## config.mk

```make
export PLATFORM = sky130hd
export DESIGN_NAME = touch_sample_filter_and_map
export DESIGN_NICKNAME = d
export VERILOG_FILES = /design/src/design/tsfm_pkg.sv /design/src/design/tsfm_serial_div.sv /design/src/design/tsfm_serial_mul.sv /design/src/design/touch_sample_filter_and_map.sv
export SDC_FILE = /design/constraint.sdc
export NUM_CORES = 1
export LEC_CHECK = 0
export ABC_AREA = 1
export BUFFER_PORTS_ARGS = -buffer_cell sky130_fd_sc_hd__buf_4
export CAP_MARGIN = 20
export CORE_ASPECT_RATIO = 1.1
export CORE_MARGIN = 10
export CORE_UTILIZATION = 65
export DETAILED_ROUTE_END_ITERATION = 10
export PLACE_DENSITY = 0.83
export SLEW_MARGIN = 20
export SYNTH_ARGS = -nofsm -noshare
export SYNTH_HDL_FRONTEND = slang
export SYNTH_SLANG_ARGS = --single-unit
export TNS_END_PERCENT = 5
```

## constraint.sdc

```tcl
create_clock -name clk -period 5.2 [get_ports clk]
set_input_delay 0.26 -clock clk [delete_from_list [all_inputs] [get_ports clk]]
set_output_delay 0.26 -clock clk [all_outputs]
set_load 0.02 [all_outputs]
```

## src/design/tsfm_pkg.sv

```systemverilog
// shared widths, register indexes, reset values and lane type of the touch filter
package tsfm_pkg;

  localparam int unsigned WIN_W  = 12;
  localparam int unsigned LEN_W  = 6;
  localparam int unsigned PIX_W  = 11;
  localparam int unsigned PROD_W = 24;
  localparam int unsigned IDX_W  = 3;

  localparam logic [WIN_W-1:0] MAX_SCREEN = 12'd2048;

  localparam logic [IDX_W-1:0] REG_X_LOW     = 3'd0;
  localparam logic [IDX_W-1:0] REG_X_HIGH    = 3'd1;
  localparam logic [IDX_W-1:0] REG_Y_LOW     = 3'd2;
  localparam logic [IDX_W-1:0] REG_Y_HIGH    = 3'd3;
  localparam logic [IDX_W-1:0] REG_BURST     = 3'd4;
  localparam logic [IDX_W-1:0] REG_ROTATED   = 3'd5;
  localparam logic [IDX_W-1:0] REG_SCREEN_W  = 3'd6;
  localparam logic [IDX_W-1:0] REG_SCREEN_H  = 3'd7;

  localparam logic [WIN_W-1:0] RST_X_LOW    = 12'd300;
  localparam logic [WIN_W-1:0] RST_X_HIGH   = 12'd3750;
  localparam logic [WIN_W-1:0] RST_Y_LOW    = 12'd215;
  localparam logic [WIN_W-1:0] RST_Y_HIGH   = 12'd3440;
  localparam logic [LEN_W-1:0] RST_BURST    = 6'd1;
  localparam logic [WIN_W-1:0] RST_SCREEN_W = 12'd320;
  localparam logic [WIN_W-1:0] RST_SCREEN_H = 12'd240;

  // operands of one mapping lane
  typedef struct packed {
    logic [WIN_W-1:0] size;
    logic [WIN_W-1:0] span;
    logic [WIN_W-1:0] diff;
    logic             pos;
    logic             span_ok;
  } lane_t;

endpackage

```

## src/design/tsfm_serial_div.sv

```systemverilog
// bit-serial restoring divider, one quotient bit per cycle
module tsfm_serial_div #(
  parameter int unsigned NUM_W = 24,
  parameter int unsigned DEN_W = 12
) (
  input  logic             clk,
  input  logic             rst_n,
  input  logic             start,
  input  logic [NUM_W-1:0] num,
  input  logic [DEN_W-1:0] den,
  output logic             done,
  output logic [NUM_W-1:0] quo
);

  localparam int unsigned CNT_W = $clog2(NUM_W + 1);

  logic [NUM_W-1:0] quo_r, quo_nxt;
  logic [DEN_W-1:0] rem_r, rem_nxt;
  logic [DEN_W-1:0] den_r;
  logic [CNT_W-1:0] cnt_r;
  logic             busy_r;
  logic             done_r;
  logic [DEN_W:0]   shifted;
  logic [DEN_W+1:0] trial;

  always_comb begin
    shifted = {rem_r, quo_r[NUM_W-1]};
    trial   = {1'b0, shifted} - {2'b00, den_r};
    if (!trial[DEN_W+1]) begin
      rem_nxt = trial[DEN_W-1:0];
    end else begin
      rem_nxt = shifted[DEN_W-1:0];
    end
    quo_nxt = {quo_r[NUM_W-2:0], ~trial[DEN_W+1]};
  end

  always_ff @(posedge clk) begin
    if (!rst_n) begin
      busy_r <= 1'b0;
      done_r <= 1'b0;
      cnt_r  <= '0;
    end else begin
      done_r <= 1'b0;
      if (start) begin
        busy_r <= 1'b1;
        cnt_r  <= CNT_W'(NUM_W);
      end else if (busy_r) begin
        cnt_r <= cnt_r - 1'b1;
        if (cnt_r == CNT_W'(1)) begin
          busy_r <= 1'b0;
          done_r <= 1'b1;
        end
      end
    end
  end

  always_ff @(posedge clk) begin
    if (start) begin
      quo_r <= num;
      rem_r <= '0;
      den_r <= den;
    end else if (busy_r) begin
      quo_r <= quo_nxt;
      rem_r <= rem_nxt;
    end
  end

  assign done = done_r;
  assign quo  = quo_r;

endmodule

```

## src/design/tsfm_serial_mul.sv

```systemverilog
// bit-serial shift-add multiplier, one multiplier bit per cycle
module tsfm_serial_mul #(
  parameter int unsigned A_W = 12,
  parameter int unsigned B_W = 12
) (
  input  logic               clk,
  input  logic               rst_n,
  input  logic               start,
  input  logic [A_W-1:0]     a,
  input  logic [B_W-1:0]     b,
  output logic               done,
  output logic [A_W+B_W-1:0] prod
);

  localparam int unsigned P_W   = A_W + B_W;
  localparam int unsigned CNT_W = $clog2(B_W + 1);

  logic [P_W-1:0]   acc_r, acc_nxt;
  logic [A_W-1:0]   a_r;
  logic [B_W-1:0]   b_r;
  logic [CNT_W-1:0] cnt_r;
  logic             busy_r;
  logic             done_r;
  logic [A_W:0]     upper;

  // add into the top half, then shift the whole product right
  always_comb begin
    upper   = {1'b0, acc_r[P_W-1:B_W]} + (b_r[0] ? {1'b0, a_r} : '0);
    acc_nxt = {upper, acc_r[B_W-1:1]};
  end

  always_ff @(posedge clk) begin
    if (!rst_n) begin
      busy_r <= 1'b0;
      done_r <= 1'b0;
      cnt_r  <= '0;
    end else begin
      done_r <= 1'b0;
      if (start) begin
        busy_r <= 1'b1;
        cnt_r  <= CNT_W'(B_W);
      end else if (busy_r) begin
        cnt_r <= cnt_r - 1'b1;
        if (cnt_r == CNT_W'(1)) begin
          busy_r <= 1'b0;
          done_r <= 1'b1;
        end
      end
    end
  end

  always_ff @(posedge clk) begin
    if (start) begin
      acc_r <= '0;
      a_r   <= a;
      b_r   <= b;
    end else if (busy_r) begin
      acc_r <= acc_nxt;
      b_r   <= {1'b0, b_r[B_W-1:1]};
    end
  end

  assign done = done_r;
  assign prod = acc_r;

endmodule

```

## src/design/touch_sample_filter_and_map.sv

```systemverilog
// top level: burst averaging of touch samples and mapping to display pixels
//
//  channel | direction | handshake          | payload
//  in_     | in        | in_valid/in_stall  | in_sample_x, in_sample_y
//  out_    | out       | out_valid/out_stall| out_avg_x/y, out_pixel_x/y, out_none_counted
//  cfg_    | in        | cfg_valid/cfg_ready| cfg_index, cfg_data
//
// a request that does not close a burst is summed without stalling the input, back to back
// a request that closes a burst stalls the input while, per axis lane, a 24-step serial
//   division forms the average, then a 12-step serial multiply and a 24-step serial division
//   form the pixel, each started from its own start state, until the result is loaded
// the next request is accepted once the result is loaded, later while a result waits
// synchronous active-low reset restores the register defaults and clears the sums
// a stalled result holds its register; the next burst is still summed meanwhile
module touch_sample_filter_and_map #(
  parameter int unsigned SAMPLE_BITS = 12,
  parameter int unsigned MAX_BURST   = 50
) (
  input  logic                          clk,
  input  logic                          rst_n,
  input  logic                          in_valid,
  output logic                          in_stall,
  input  logic [SAMPLE_BITS-1:0]        in_sample_x,
  input  logic [SAMPLE_BITS-1:0]        in_sample_y,
  output logic                          out_valid,
  input  logic                          out_stall,
  output logic [tsfm_pkg::WIN_W-1:0]    out_avg_x,
  output logic [tsfm_pkg::WIN_W-1:0]    out_avg_y,
  output logic [tsfm_pkg::PIX_W-1:0]    out_pixel_x,
  output logic [tsfm_pkg::PIX_W-1:0]    out_pixel_y,
  output logic                          out_none_counted,
  input  logic                          cfg_valid,
  output logic                          cfg_ready,
  input  logic [tsfm_pkg::IDX_W-1:0]    cfg_index,
  input  logic [tsfm_pkg::WIN_W-1:0]    cfg_data
);

  localparam int unsigned WIN_W  = tsfm_pkg::WIN_W;
  localparam int unsigned LEN_W  = tsfm_pkg::LEN_W;
  localparam int unsigned PIX_W  = tsfm_pkg::PIX_W;
  localparam int unsigned PROD_W = tsfm_pkg::PROD_W;
  localparam int unsigned CNT_W  = $clog2(MAX_BURST + 1);
  localparam int unsigned SUM_W  = WIN_W + CNT_W;
  localparam int unsigned CMP_W  = (SAMPLE_BITS > WIN_W) ? SAMPLE_BITS : WIN_W;

  localparam logic [2:0] ST_IDLE   = 3'd0;
  localparam logic [2:0] ST_AVG_GO = 3'd1;
  localparam logic [2:0] ST_AVG    = 3'd2;
  localparam logic [2:0] ST_MUL_GO = 3'd3;
  localparam logic [2:0] ST_MUL    = 3'd4;
  localparam logic [2:0] ST_MAP_GO = 3'd5;
  localparam logic [2:0] ST_MAP    = 3'd6;
  localparam logic [2:0] ST_DONE   = 3'd7;

  // configuration
  logic [WIN_W-1:0] x_low_r, x_high_r, y_low_r, y_high_r;
  logic [WIN_W-1:0] screen_w_r, screen_h_r;
  logic [LEN_W-1:0] burst_len_r;
  logic             rotated_r;
  logic [LEN_W-1:0] burst_wr;

  // accumulation
  logic [SUM_W-1:0] sum_x_r, sum_y_r;
  logic [CNT_W-1:0] counted_r, pairs_r, pairs_nxt;
  logic [CMP_W-1:0] sx_ext, sy_ext;
  logic             in_window, in_acc, burst_end;

  // sequencing and datapath
  logic [2:0]             state_r;
  logic [WIN_W-1:0]       avg_x_r, avg_y_r;
  logic                   none_r;
  tsfm_pkg::lane_t        lane_x_r, lane_y_r, lane_x_nxt, lane_y_nxt;
  logic [WIN_W-1:0]       w_cl, h_cl;
  logic                   div_start, mul_start;
  logic [PROD_W-1:0]      div_num_x, div_num_y, quo_x, quo_y, prod_x, prod_y;
  logic [WIN_W-1:0]       div_den_x, div_den_y;
  logic                   div_done_x, div_done_y, mul_done_x, mul_done_y;
  logic [PIX_W-1:0]       pix_x, pix_y;

  // output register
  logic                   out_valid_r;
  logic [WIN_W-1:0]       out_avg_x_r, out_avg_y_r;
  logic [PIX_W-1:0]       out_pix_x_r, out_pix_y_r;
  logic                   out_none_r;

  function automatic logic [WIN_W-1:0] clamp_size(input logic [WIN_W-1:0] s);
    if (s == '0) begin
      return WIN_W'(1);
    end else if (s > tsfm_pkg::MAX_SCREEN) begin
      return tsfm_pkg::MAX_SCREEN;
    end
    return s;
  endfunction

  function automatic tsfm_pkg::lane_t make_lane(input logic [WIN_W-1:0] v,
                                                input logic [WIN_W-1:0] low,
                                                input logic [WIN_W-1:0] high,
                                                input logic [WIN_W-1:0] size);
    tsfm_pkg::lane_t l;
    l.size    = size;
    l.span    = high - low;
    l.diff    = v - low;
    l.pos     = v > low;
    l.span_ok = high > low;
    return l;
  endfunction

  // size*(v-low)/span clamped to 0..size-1
  function automatic logic [PIX_W-1:0] pix_plain(input tsfm_pkg::lane_t l,
                                                 input logic [PROD_W-1:0] q);
    logic [WIN_W-1:0] top;
    top = l.size - 1'b1;
    if (!l.span_ok || !l.pos) begin
      return '0;
    end else if (q >= PROD_W'(l.size)) begin
      return top[PIX_W-1:0];
    end
    return q[PIX_W-1:0];
  endfunction

  // size minus the scaled position, clamped to 0..size-1
  function automatic logic [PIX_W-1:0] pix_mirror(input tsfm_pkg::lane_t l,
                                                  input logic [PROD_W-1:0] q);
    logic [WIN_W-1:0] top, diff;
    top  = l.size - 1'b1;
    diff = l.size - q[WIN_W-1:0];
    if (!l.span_ok) begin
      return '0;
    end else if (!l.pos || q == '0) begin
      return top[PIX_W-1:0];
    end else if (q >= PROD_W'(l.size)) begin
      return '0;
    end
    return diff[PIX_W-1:0];
  endfunction

  assign cfg_ready = 1'b1;
  assign burst_wr  = cfg_data[LEN_W-1:0];

  always_ff @(posedge clk) begin
    if (!rst_n) begin
      x_low_r     <= tsfm_pkg::RST_X_LOW;
      x_high_r    <= tsfm_pkg::RST_X_HIGH;
      y_low_r     <= tsfm_pkg::RST_Y_LOW;
      y_high_r    <= tsfm_pkg::RST_Y_HIGH;
      burst_len_r <= tsfm_pkg::RST_BURST;
      rotated_r   <= 1'b0;
      screen_w_r  <= tsfm_pkg::RST_SCREEN_W;
      screen_h_r  <= tsfm_pkg::RST_SCREEN_H;
    end else if (cfg_valid) begin
      unique case (cfg_index)
        tsfm_pkg::REG_X_LOW:    x_low_r    <= cfg_data;
        tsfm_pkg::REG_X_HIGH:   x_high_r   <= cfg_data;
        tsfm_pkg::REG_Y_LOW:    y_low_r    <= cfg_data;
        tsfm_pkg::REG_Y_HIGH:   y_high_r   <= cfg_data;
        tsfm_pkg::REG_BURST: begin
          // out-of-range lengths keep the old value
          if (burst_wr != '0 && burst_wr <= LEN_W'(MAX_BURST)) begin
            burst_len_r <= burst_wr;
          end
        end
        tsfm_pkg::REG_ROTATED:  rotated_r  <= cfg_data[0];
        tsfm_pkg::REG_SCREEN_W: screen_w_r <= cfg_data;
        tsfm_pkg::REG_SCREEN_H: screen_h_r <= cfg_data;
        default: ;
      endcase
    end
  end

  assign in_stall = (state_r != ST_IDLE);
  assign in_acc   = in_valid && !in_stall;

  always_comb begin
    sx_ext    = CMP_W'(in_sample_x);
    sy_ext    = CMP_W'(in_sample_y);
    in_window = (sx_ext > CMP_W'(x_low_r)) && (sx_ext < CMP_W'(x_high_r)) &&
                (sy_ext > CMP_W'(y_low_r)) && (sy_ext < CMP_W'(y_high_r));
    pairs_nxt = pairs_r + 1'b1;
    burst_end = LEN_W'(pairs_nxt) >= burst_len_r;
  end

  always_comb begin
    w_cl = clamp_size(screen_w_r);
    h_cl = clamp_size(screen_h_r);
    if (rotated_r) begin
      lane_x_nxt = make_lane(avg_y_r, y_low_r, y_high_r, w_cl);
      lane_y_nxt = make_lane(avg_x_r, x_low_r, x_high_r, h_cl);
    end else begin
      lane_x_nxt = make_lane(avg_x_r, x_low_r, x_high_r, w_cl);
      lane_y_nxt = make_lane(avg_y_r, y_low_r, y_high_r, h_cl);
    end
  end

  // the dividers serve the average first, then the pixel scaling
  always_comb begin
    div_start = (state_r == ST_AVG_GO) || (state_r == ST_MAP_GO);
    mul_start = (state_r == ST_MUL_GO);
    if (state_r == ST_AVG_GO) begin
      div_num_x = PROD_W'(sum_x_r);
      div_num_y = PROD_W'(sum_y_r);
      div_den_x = WIN_W'(counted_r);
      div_den_y = WIN_W'(counted_r);
    end else begin
      div_num_x = prod_x;
      div_num_y = prod_y;
      div_den_x = lane_x_r.span;
      div_den_y = lane_y_r.span;
    end
    pix_x = rotated_r ? pix_mirror(lane_x_r, quo_x) : pix_plain(lane_x_r, quo_x);
    pix_y = pix_plain(lane_y_r, quo_y);
  end

  always_ff @(posedge clk) begin
    if (!rst_n) begin
      state_r     <= ST_IDLE;
      sum_x_r     <= '0;
      sum_y_r     <= '0;
      counted_r   <= '0;
      pairs_r     <= '0;
      out_valid_r <= 1'b0;
    end else begin
      // a result leaving while the next one loads keeps valid high
      if (out_valid_r && !out_stall && state_r != ST_DONE) begin
        out_valid_r <= 1'b0;
      end
      unique case (state_r)
        ST_IDLE: begin
          if (in_acc) begin
            if (in_window) begin
              sum_x_r   <= sum_x_r + SUM_W'(sx_ext[WIN_W-1:0]);
              sum_y_r   <= sum_y_r + SUM_W'(sy_ext[WIN_W-1:0]);
              counted_r <= counted_r + 1'b1;
            end
            pairs_r <= pairs_nxt;
            if (burst_end) begin
              state_r <= ST_AVG_GO;
            end
          end
        end
        ST_AVG_GO: state_r <= ST_AVG;
        ST_AVG: begin
          if (div_done_x) begin
            sum_x_r   <= '0;
            sum_y_r   <= '0;
            counted_r <= '0;
            pairs_r   <= '0;
            state_r   <= ST_MUL_GO;
          end
        end
        ST_MUL_GO: state_r <= ST_MUL;
        ST_MUL: begin
          if (mul_done_x) begin
            state_r <= ST_MAP_GO;
          end
        end
        ST_MAP_GO: state_r <= ST_MAP;
        ST_MAP: begin
          if (div_done_x) begin
            state_r <= ST_DONE;
          end
        end
        ST_DONE: begin
          if (!out_valid_r || !out_stall) begin
            out_valid_r <= 1'b1;
            state_r     <= ST_IDLE;
          end
        end
        default: state_r <= ST_IDLE;
      endcase
    end
  end

  always_ff @(posedge clk) begin
    if (state_r == ST_AVG && div_done_x) begin
      none_r  <= (counted_r == '0);
      avg_x_r <= (counted_r == '0) ? '0 : quo_x[WIN_W-1:0];
      avg_y_r <= (counted_r == '0) ? '0 : quo_y[WIN_W-1:0];
    end
    if (mul_start) begin
      lane_x_r <= lane_x_nxt;
      lane_y_r <= lane_y_nxt;
    end
    if (state_r == ST_DONE && (!out_valid_r || !out_stall)) begin
      out_avg_x_r <= avg_x_r;
      out_avg_y_r <= avg_y_r;
      out_pix_x_r <= pix_x;
      out_pix_y_r <= pix_y;
      out_none_r  <= none_r;
    end
  end

  tsfm_serial_div #(.NUM_W(PROD_W), .DEN_W(WIN_W)) u_div_x (
    .clk   (clk),
    .rst_n (rst_n),
    .start (div_start),
    .num   (div_num_x),
    .den   (div_den_x),
    .done  (div_done_x),
    .quo   (quo_x)
  );

  tsfm_serial_div #(.NUM_W(PROD_W), .DEN_W(WIN_W)) u_div_y (
    .clk   (clk),
    .rst_n (rst_n),
    .start (div_start),
    .num   (div_num_y),
    .den   (div_den_y),
    .done  (div_done_y),
    .quo   (quo_y)
  );

  tsfm_serial_mul #(.A_W(WIN_W), .B_W(WIN_W)) u_mul_x (
    .clk   (clk),
    .rst_n (rst_n),
    .start (mul_start),
    .a     (lane_x_nxt.size),
    .b     (lane_x_nxt.diff),
    .done  (mul_done_x),
    .prod  (prod_x)
  );

  tsfm_serial_mul #(.A_W(WIN_W), .B_W(WIN_W)) u_mul_y (
    .clk   (clk),
    .rst_n (rst_n),
    .start (mul_start),
    .a     (lane_y_nxt.size),
    .b     (lane_y_nxt.diff),
    .done  (mul_done_y),
    .prod  (prod_y)
  );

  assign out_valid        = out_valid_r;
  assign out_avg_x        = out_avg_x_r;
  assign out_avg_y        = out_avg_y_r;
  assign out_pixel_x      = out_pix_x_r;
  assign out_pixel_y      = out_pix_y_r;
  assign out_none_counted = out_none_r;

`ifndef SYNTHESIS
  a_rise_from_done: assert property (@(posedge clk) disable iff (!rst_n)
    $rose(out_valid) |-> $past(state_r == ST_DONE))
    else $error("result raised outside the done step");

  a_none_zero: assert property (@(posedge clk) disable iff (!rst_n)
    (out_valid && out_none_counted) |-> (out_avg_x == '0 && out_avg_y == '0))
    else $error("empty burst with nonzero average");

  a_lanes_lockstep: assert property (@(posedge clk) disable iff (!rst_n)
    (div_done_x == div_done_y) && (mul_done_x == mul_done_y))
    else $error("axis lanes out of step");

  a_mul_in_state: assert property (@(posedge clk) disable iff (!rst_n)
    mul_done_x |-> (state_r == ST_MUL))
    else $error("multiply finished outside its step");
`endif

endmodule

```

==> results.sh, run 1 <==
export IMPL_status="finished clean"
export IMPL_initial_utilization_pct=65.47
export IMPL_async_flop_share_pct=0
export IMPL_clock_sinks=447
export IMPL_cp_common_cell="nand2_1"
export IMPL_clock_root_buffer="clkbuf_16"
export IMPL_syn_area_per_cell_um2=7.842
export IMPL_final_net_count=3756
export IMPL_netlist_area_um2=26840
export IMPL_grt_antenna_before_repair=3
export IMPL_dieHeight_um=233.1
export IMPL_finalClockSkew_ps=24.11
export IMPL_hold_violations=0
export IMPL_slowest_stage="nor2_1"
export IMPL_htree_levels=2
export IMPL_ant_nets=0
export IMPL_area_growth_pct=9.996
export IMPL_mostFrequentLayoutCells="823 x nand2_1, 487 x inv_1, 260 x a21oi_1"
export IMPL_overflow=0
export IMPL_ys_warnings_count=0
export IMPL_gr_usage_all_layers_pct=33.32
export IMPL_critPathBufInv=1
export IMPL_finalPower_mw=14.24
export IMPL_p_switching_mw=5.855
export IMPL_drt_vias_per_instance=6.043
export IMPL_cts_resized=0
export IMPL_switching_share_pct=41.13
export IMPL_rsz0062_at_grt="no"
export IMPL_internal_power_mw=8.381
export IMPL_p_per_area_nw_per_um2=482.2
export IMPL_crit_path_end_kind="flop"
export IMPL_grt_max_degree=111
export IMPL_crit_path_start_kind="flop"
export IMPL_holdWs_ps=48.77
export IMPL_cp_cell_sequence="inv_1, ha_1, nand2_1, o21bai_1, a21oi_1, o21bai_1, nand3_1, nor2_1, nand2_1, nand3_1, nand2_1"
export IMPL_timing_fmax_mhz=286.2
export IMPL_clk_pin_slew_ps=70
export IMPL_dp_cells=3949
export IMPL_drive_gt1_share_pct=6.504
export IMPL_fp_row_count=78
export IMPL_slowest_delay_ps=830
export IMPL_synthCells=3422
export IMPL_instances_no_fill=4041
export IMPL_cpLargestDelayFamily="simple AND/OR/NAND/NOR gates"
export IMPL_grt_pass1_vias=23090
export IMPL_port_buffers=92
export IMPL_drtIter0Drc=2989
export IMPL_drc=0
export IMPL_leakagePower_nw=13.81
export IMPL_synth_seq_cells=447
export IMPL_hold_path_class="in -> reg"
export IMPL_ys_types=53
export IMPL_dr_pass1_iters=6
export IMPL_antenna_cells=0
export IMPL_routabilityCongestion=1.103
export IMPL_fin_crit_ps=3495
export IMPL_p_seq_share_pct=37.2
export IMPL_worst_slew_pin_slew_ps=1127
export IMPL_arrival_ps=3830
export IMPL_pwr_share_comb_pct=38.0
export IMPL_routedWlPerCell_um=20.75
export IMPL_path_max_fanout=23
export IMPL_synth_ff_type="dfxtp_1"
export IMPL_hpwl_mm=62.43
export IMPL_final_setup_tns_ps=0
export IMPL_clock_path_buffers=3
export IMPL_syn_nets=3696
export IMPL_die_area_um2=49820
export IMPL_wirelength_mm=83.86
export IMPL_clkPwrFrac_pct=24.7
export IMPL_via_count=24420
export IMPL_ir_worst_vdd_uv=308.1
export IMPL_cap_viol_max_count=0
export IMPL_cts_tree="yes"
export IMPL_maxSlewHeadroom_pct=24.59
export IMPL_core_area_um2=40990
export IMPL_clkLatencyLatePin_ps=610
export IMPL_setup_worst_path_class="reg -> reg"
export IMPL_finalMaxSlewViolations=0
export IMPL_setup_viol=0
export IMPL_ys_seq_area_share_pct=41.55
export IMPL_grt_pass1_wl_mm=128.9
export IMPL_cp_required_ps=5530
export IMPL_ioPinCount=94
export IMPL_post_route_period_util_pct=67.20
export IMPL_die_x_um=213.7
export IMPL_mostFrequentLayoutCell="nand2_1"
export IMPL_cts_made_buffers=48
export IMPL_synth_edf_count=220
## flip-flops by register name (all words and copies together), names as in the netlist, 14 cells and up
signal	cells
u_mul_y.prod	24
lane_x_r	26
sum_y_r	18
sum_x_r	18
u_div_x.quo	24
u_mul_x.prod	24
lane_y_r	14
u_div_y.quo	24
## power by group through the flow
| stage | registers (mW) | logic, mW | clock network (mW) |
|---|---|---|---|
| final | 5.30 | 5.42 | 3.52 |
| after CTS | 5.26 | 5.27 | 3.52 |
| after global placement | 5.30 | 5.03 | 0 |
| after floorplan | 5.05 | 3.88 | 0 |
| after global routing | 5.34 | 5.98 | 3.67 |
| after detailed placement | 5.33 | 5.19 | 0 |
## per-stage QoR
step	utilization (%)	worst slack, ps	area [um2]
2_1_floorplan	-	2688	26840
3_3_place_gp	68.06	1920	27900
3_5_place_dp	68.06	1875	27900
4_1_cts	72.01	1861	29510
5_1_grt	72.02	1488	29520
6_report	72.02	1705	29520
## kinds of logic (layout without fill, tap and decap cells)
group	after synthesis	in the layout	synth area share, %
xor gates and xnor gates	95	95	3.100
and+or+nand+nor	1376	1376	21.20
buffers and inverters	606	705	8.718
DFF	447	447	41.55
other	1	1	0.01397
adders and majority gates	230	230	11.03
AOI/OAI and AO/OA	667	667	14.39
## final timing paths
kind                                   start                to  slack (ps)  cells past startpoint
worst max register to register  lane_x_r[29]   out_pixel_x[10]        1710                     11
worst min-delay path            cfg_index[0]         rotated_r          50                      4
worst max-delay path            lane_x_r[29]   out_pixel_x[10]        1710                     11
worst min register to register        none_r  out_none_counted         440                      0
## cell usage after synthesis (all sizes together), types with 14 or more instances
master | number | area share, %
a21o | 14 | 0.39
a21oi | 260 | 4.8
a22oi | 30 | 0.84
buf | 35 | 0.73
clkbuf | 70 | 0.98
dfxtp | 227 | 17
edfxtp | 220 | 25
ha | 219 | 10
inv | 496 | 6.9
nand2 | 826 | 12
nand3 | 181 | 3.4
nand3b | 15 | 0.42
nand4 | 50 | 1.2
nor2 | 255 | 3.6
nor3 | 28 | 0.52
o211ai | 68 | 1.9
o21ai | 207 | 3.9
o21bai | 17 | 0.48
or2 | 18 | 0.42
xnor2 | 29 | 0.95
xor2 | 66 | 2.2
## final cells by class
cell class              count  area [um2]
well taps                 520       650.6
clock inverters            24       251.5
clock buffers              65        1338
multi-input cells        2369       13370
flip-flops and latches    447       11150
fillers                  3228       11470
repair buffers            115       874.6
inverters                 501        1882
## worst register-to-register path, delay by kind of cell, from the launching register on
family / cells / cell delay, ps
and+or+nand+nor: 6 / 1940
DFF: 1 / 460
AOI/OAI and AO/OA: 3 / 380
adders and majority gates: 1 / 370
buffers and inverters: 1 / 70
## routing by layer
layer	track usage, %	wire [um]	part of all wire (%)	up-vias
li1	-	-	-	11500
met4	12.92	3378	4.0	6
met5	0	28	0.033	-
met3	6.650	8267	9.9	194
met2	52.35	37890	45	1201
met1	44.57	34300	41	11520
## repair_timing
item / CTS / global route
setup buffers: 0 / 0
hold endpoints to repair: 4 / 0
hold buffers: 3 / 0
(Power assumes the default switching activity.)
==> run 2, diff against run 1 <==
--- a/config.mk
+++ b/config.mk
@@ -10,9 +10,9 @@
 export CAP_MARGIN = 20
 export CORE_ASPECT_RATIO = 1.1
 export CORE_MARGIN = 10
-export CORE_UTILIZATION = 65
+export CORE_UTILIZATION = 57
 export DETAILED_ROUTE_END_ITERATION = 10
-export PLACE_DENSITY = 0.83
+export PLACE_DENSITY = 0.77
 export SLEW_MARGIN = 20
 export SYNTH_ARGS = -nofsm -noshare
 export SYNTH_HDL_FRONTEND = slang
==> constraint.sdc (replaced) <==
create_clock -name clk -period 3 [get_ports clk]
set_input_delay 0.15 -clock clk [delete_from_list [all_inputs] [get_ports clk]]
set_output_delay 0.15 -clock clk [all_outputs]
set_load 0.02 [all_outputs]
==> run 2 against run 1 <==
  * Power rose by 72%
  * Via count fell by 3.5%
  * Global-route usage fell by 6.2 points
  * Sequential power rose by 72%
  * Utilization fell by 7.5 points
  * Maximum frequency rose by 31%
  * Worst hold slack got worse by 11 ps
  * Critical path depth rose by 3
  * Final cell count rose by 2.9%
  * Cell area rose by 1.9%
  * Critical endpoint is now sum_y_r[13]
==> results.sh, run 2 (synthesis gave the netlist of run 1 again) <==
export IMPL_cts_tree="yes"
export IMPL_clk_pin_slew_ps=60
export IMPL_drc=0
export IMPL_maxSlewHeadroom_pct=28.42
export IMPL_final_net_count=3795
export IMPL_post_route_period_util_pct=89.24
export IMPL_instances_no_fill=4157
export IMPL_cp_common_cell="nor2_1"
export IMPL_routedWlPerCell_um=18.52
export IMPL_leakagePower_nw=14.05
export IMPL_crit_path_end_kind="flop"
export IMPL_hold_violations=0
export IMPL_timing_fmax_mhz=373.5
export IMPL_clock_path_buffers=3
export IMPL_status="finished clean"
export IMPL_r2r_slack_ps=320
export IMPL_setup_viol=0
export IMPL_dp_cells=4048
export IMPL_mostFrequentLayoutCell="nand2_1"
export IMPL_htree_levels=2
export IMPL_area_growth_pct=12.04
export IMPL_arrival_ps=3150
export IMPL_multi_input_area_um2=13360
export IMPL_routabilityCongestion=1.041
export IMPL_core_area_um2=46630
export IMPL_largest_register_ff_count=26
export IMPL_worstReg2RegEnd="sum_y_r[13]"
export IMPL_fp_row_count=83
export IMPL_finalMaxSlewViolations=0
export IMPL_regArea_um2=11150
export IMPL_clkLatencyLatePin_ps=600
export IMPL_dr_pass1_iters=6
export IMPL_fin_crit_ps=2677
export IMPL_cp_required_ps=3470
export IMPL_grt_pass1_vias=22200
export IMPL_drtIter0Drc=2319
export IMPL_die_area_um2=56170
export IMPL_setup_slack_ps=322.7
export IMPL_hold_path_class="in -> reg"
export IMPL_p_per_area_nw_per_um2=816.6
export IMPL_die_x_um=226.9
export IMPL_wirelength_mm=77.01
export IMPL_num_fill_cells=3974
export IMPL_initial_utilization_pct=57.55
export IMPL_finalPower_mw=24.55
export IMPL_clock_root_buffer="clkbuf_16"
export IMPL_cts_made_buffers=49
export IMPL_regMostFlops="lane_x_r"
export IMPL_grt_pass1_wl_mm=119.8
export IMPL_ant_nets=0
export IMPL_cpLargestDelayFamily="simple AND/OR/NAND/NOR gates"
export IMPL_mostFrequentLayoutCells="823 x nand2_1, 487 x inv_1, 260 x a21oi_1"
export IMPL_drive_gt1_share_pct=7.187
export IMPL_holdBufCountCts=17
export IMPL_worst_slew_pin_slew_ps=1070
export IMPL_grt_antenna_before_repair=0
export IMPL_r2r_start="x_high_r[11]"
export IMPL_drt_vias_per_instance=5.671
export IMPL_finalClockSkew_ps=26.87
export IMPL_slowest_delay_ps=440
export IMPL_final_setup_tns_ps=0
export IMPL_cap_viol_max_count=0
export IMPL_cp_cell_sequence="inv_1, ha_1, nand2_1, inv_1, a21oi_1, nand2_1, nor2_1, nand2_1, nor2_1, nand3_1, nand2_2, nand2_2, nor2_1, nor2_1"
export IMPL_antenna_cells=0
export IMPL_setup_worst_path_class="reg -> reg"
export IMPL_clock_sinks=447
export IMPL_rsz0062_at_grt="no"
export IMPL_cts_resized=0
export IMPL_via_count=23580
export IMPL_dp_slack_ps=396.3
export IMPL_hpwl_mm=57.73
export IMPL_critPathBufInv=2
export IMPL_worstSetupEndpoint="sum_y_r[13]"
export IMPL_port_buffers=92
export IMPL_cp_depth=14
export IMPL_grt_max_degree=80
export IMPL_dieHeight_um=247.6
export IMPL_crit_path_start_kind="flop"
export IMPL_rr_worst_depth=14
export IMPL_path_max_fanout=31
export IMPL_crit_start="x_high_r[11]"
export IMPL_ir_worst_vdd_uv=577.2
export IMPL_cts_setup_buffers=0
export IMPL_gr_usage_all_layers_pct=27.12
export IMPL_ioPinCount=94
export IMPL_overflow=0
export IMPL_slowest_stage="nand2_2"
-- run 2: area by class of cell --
cell class	instances	area share [%]
Timing Repair Buffer	153	4.086
Tap cell	595	2.476
Clock buffer	61	4.473
Sequential cell	447	37.09
Multi-Input combinational cell	2369	44.45
Inverter	501	6.254
Clock inverter	31	1.173
-- run 2: where the power goes --
group,internal (mW),leakage [nW],switching [mW],total (mW)
Sequential,8.02,3.88,1.10,9.13
Clock,3.80,0.835,2.59,6.39
Combinational,3.10,9.34,5.94,9.04
Total,14.9,14.1,9.63,24.6
-- run 2: metal layers --
layer	GRT usage [%]	vias to the layer above	part of all wire, %
met3	4.038	155	8.4
met1	36.47	10840	43
met2	43.83	980	46
li1	-	11600	-
met5	0	-	0
met4	9.694	0	3.4
-- run 2: worst min path at each step --
stage	from	endpoint	slack, ps	cells past startpoint
after floorplan	cfg_data[4]	screen_h_r[4]	280	2
after CTS	rst_n	sum_x_r[9]	10	3
after global routing	rst_n	sum_x_r[9]	40	3
after detailed placement	cfg_data[1]	x_high_r[1]	410	3
after global placement	cfg_data[1]	x_high_r[1]	410	3
final	rst_n	counted_r[0]	40	3
-- run 2: worst reg2reg max path, cell delays in order (launching register included) --
cell,delay [ps]
dfxtp_1,330
inv_1,60
ha_1,280
nand2_1,90
inv_1,40
a21oi_1,370
nand2_1,110
nor2_1,120
nand2_1,50
nor2_1,110
nand3_1,100
nand2_2,100
nand2_2,440
nor2_1,280
nor2_1,70
-- run 2: metrics by stage --
step                util (%)  cell area [um2]  hold slack, ps
finish                 64.48            30070           37.95
CTS                    64.48            30070           10.02
floorplan                  -            26840           276.4
detailed placement     60.48            28200           408.8
global route           64.48            30070           41.71
global placement       60.48            28200           405.4
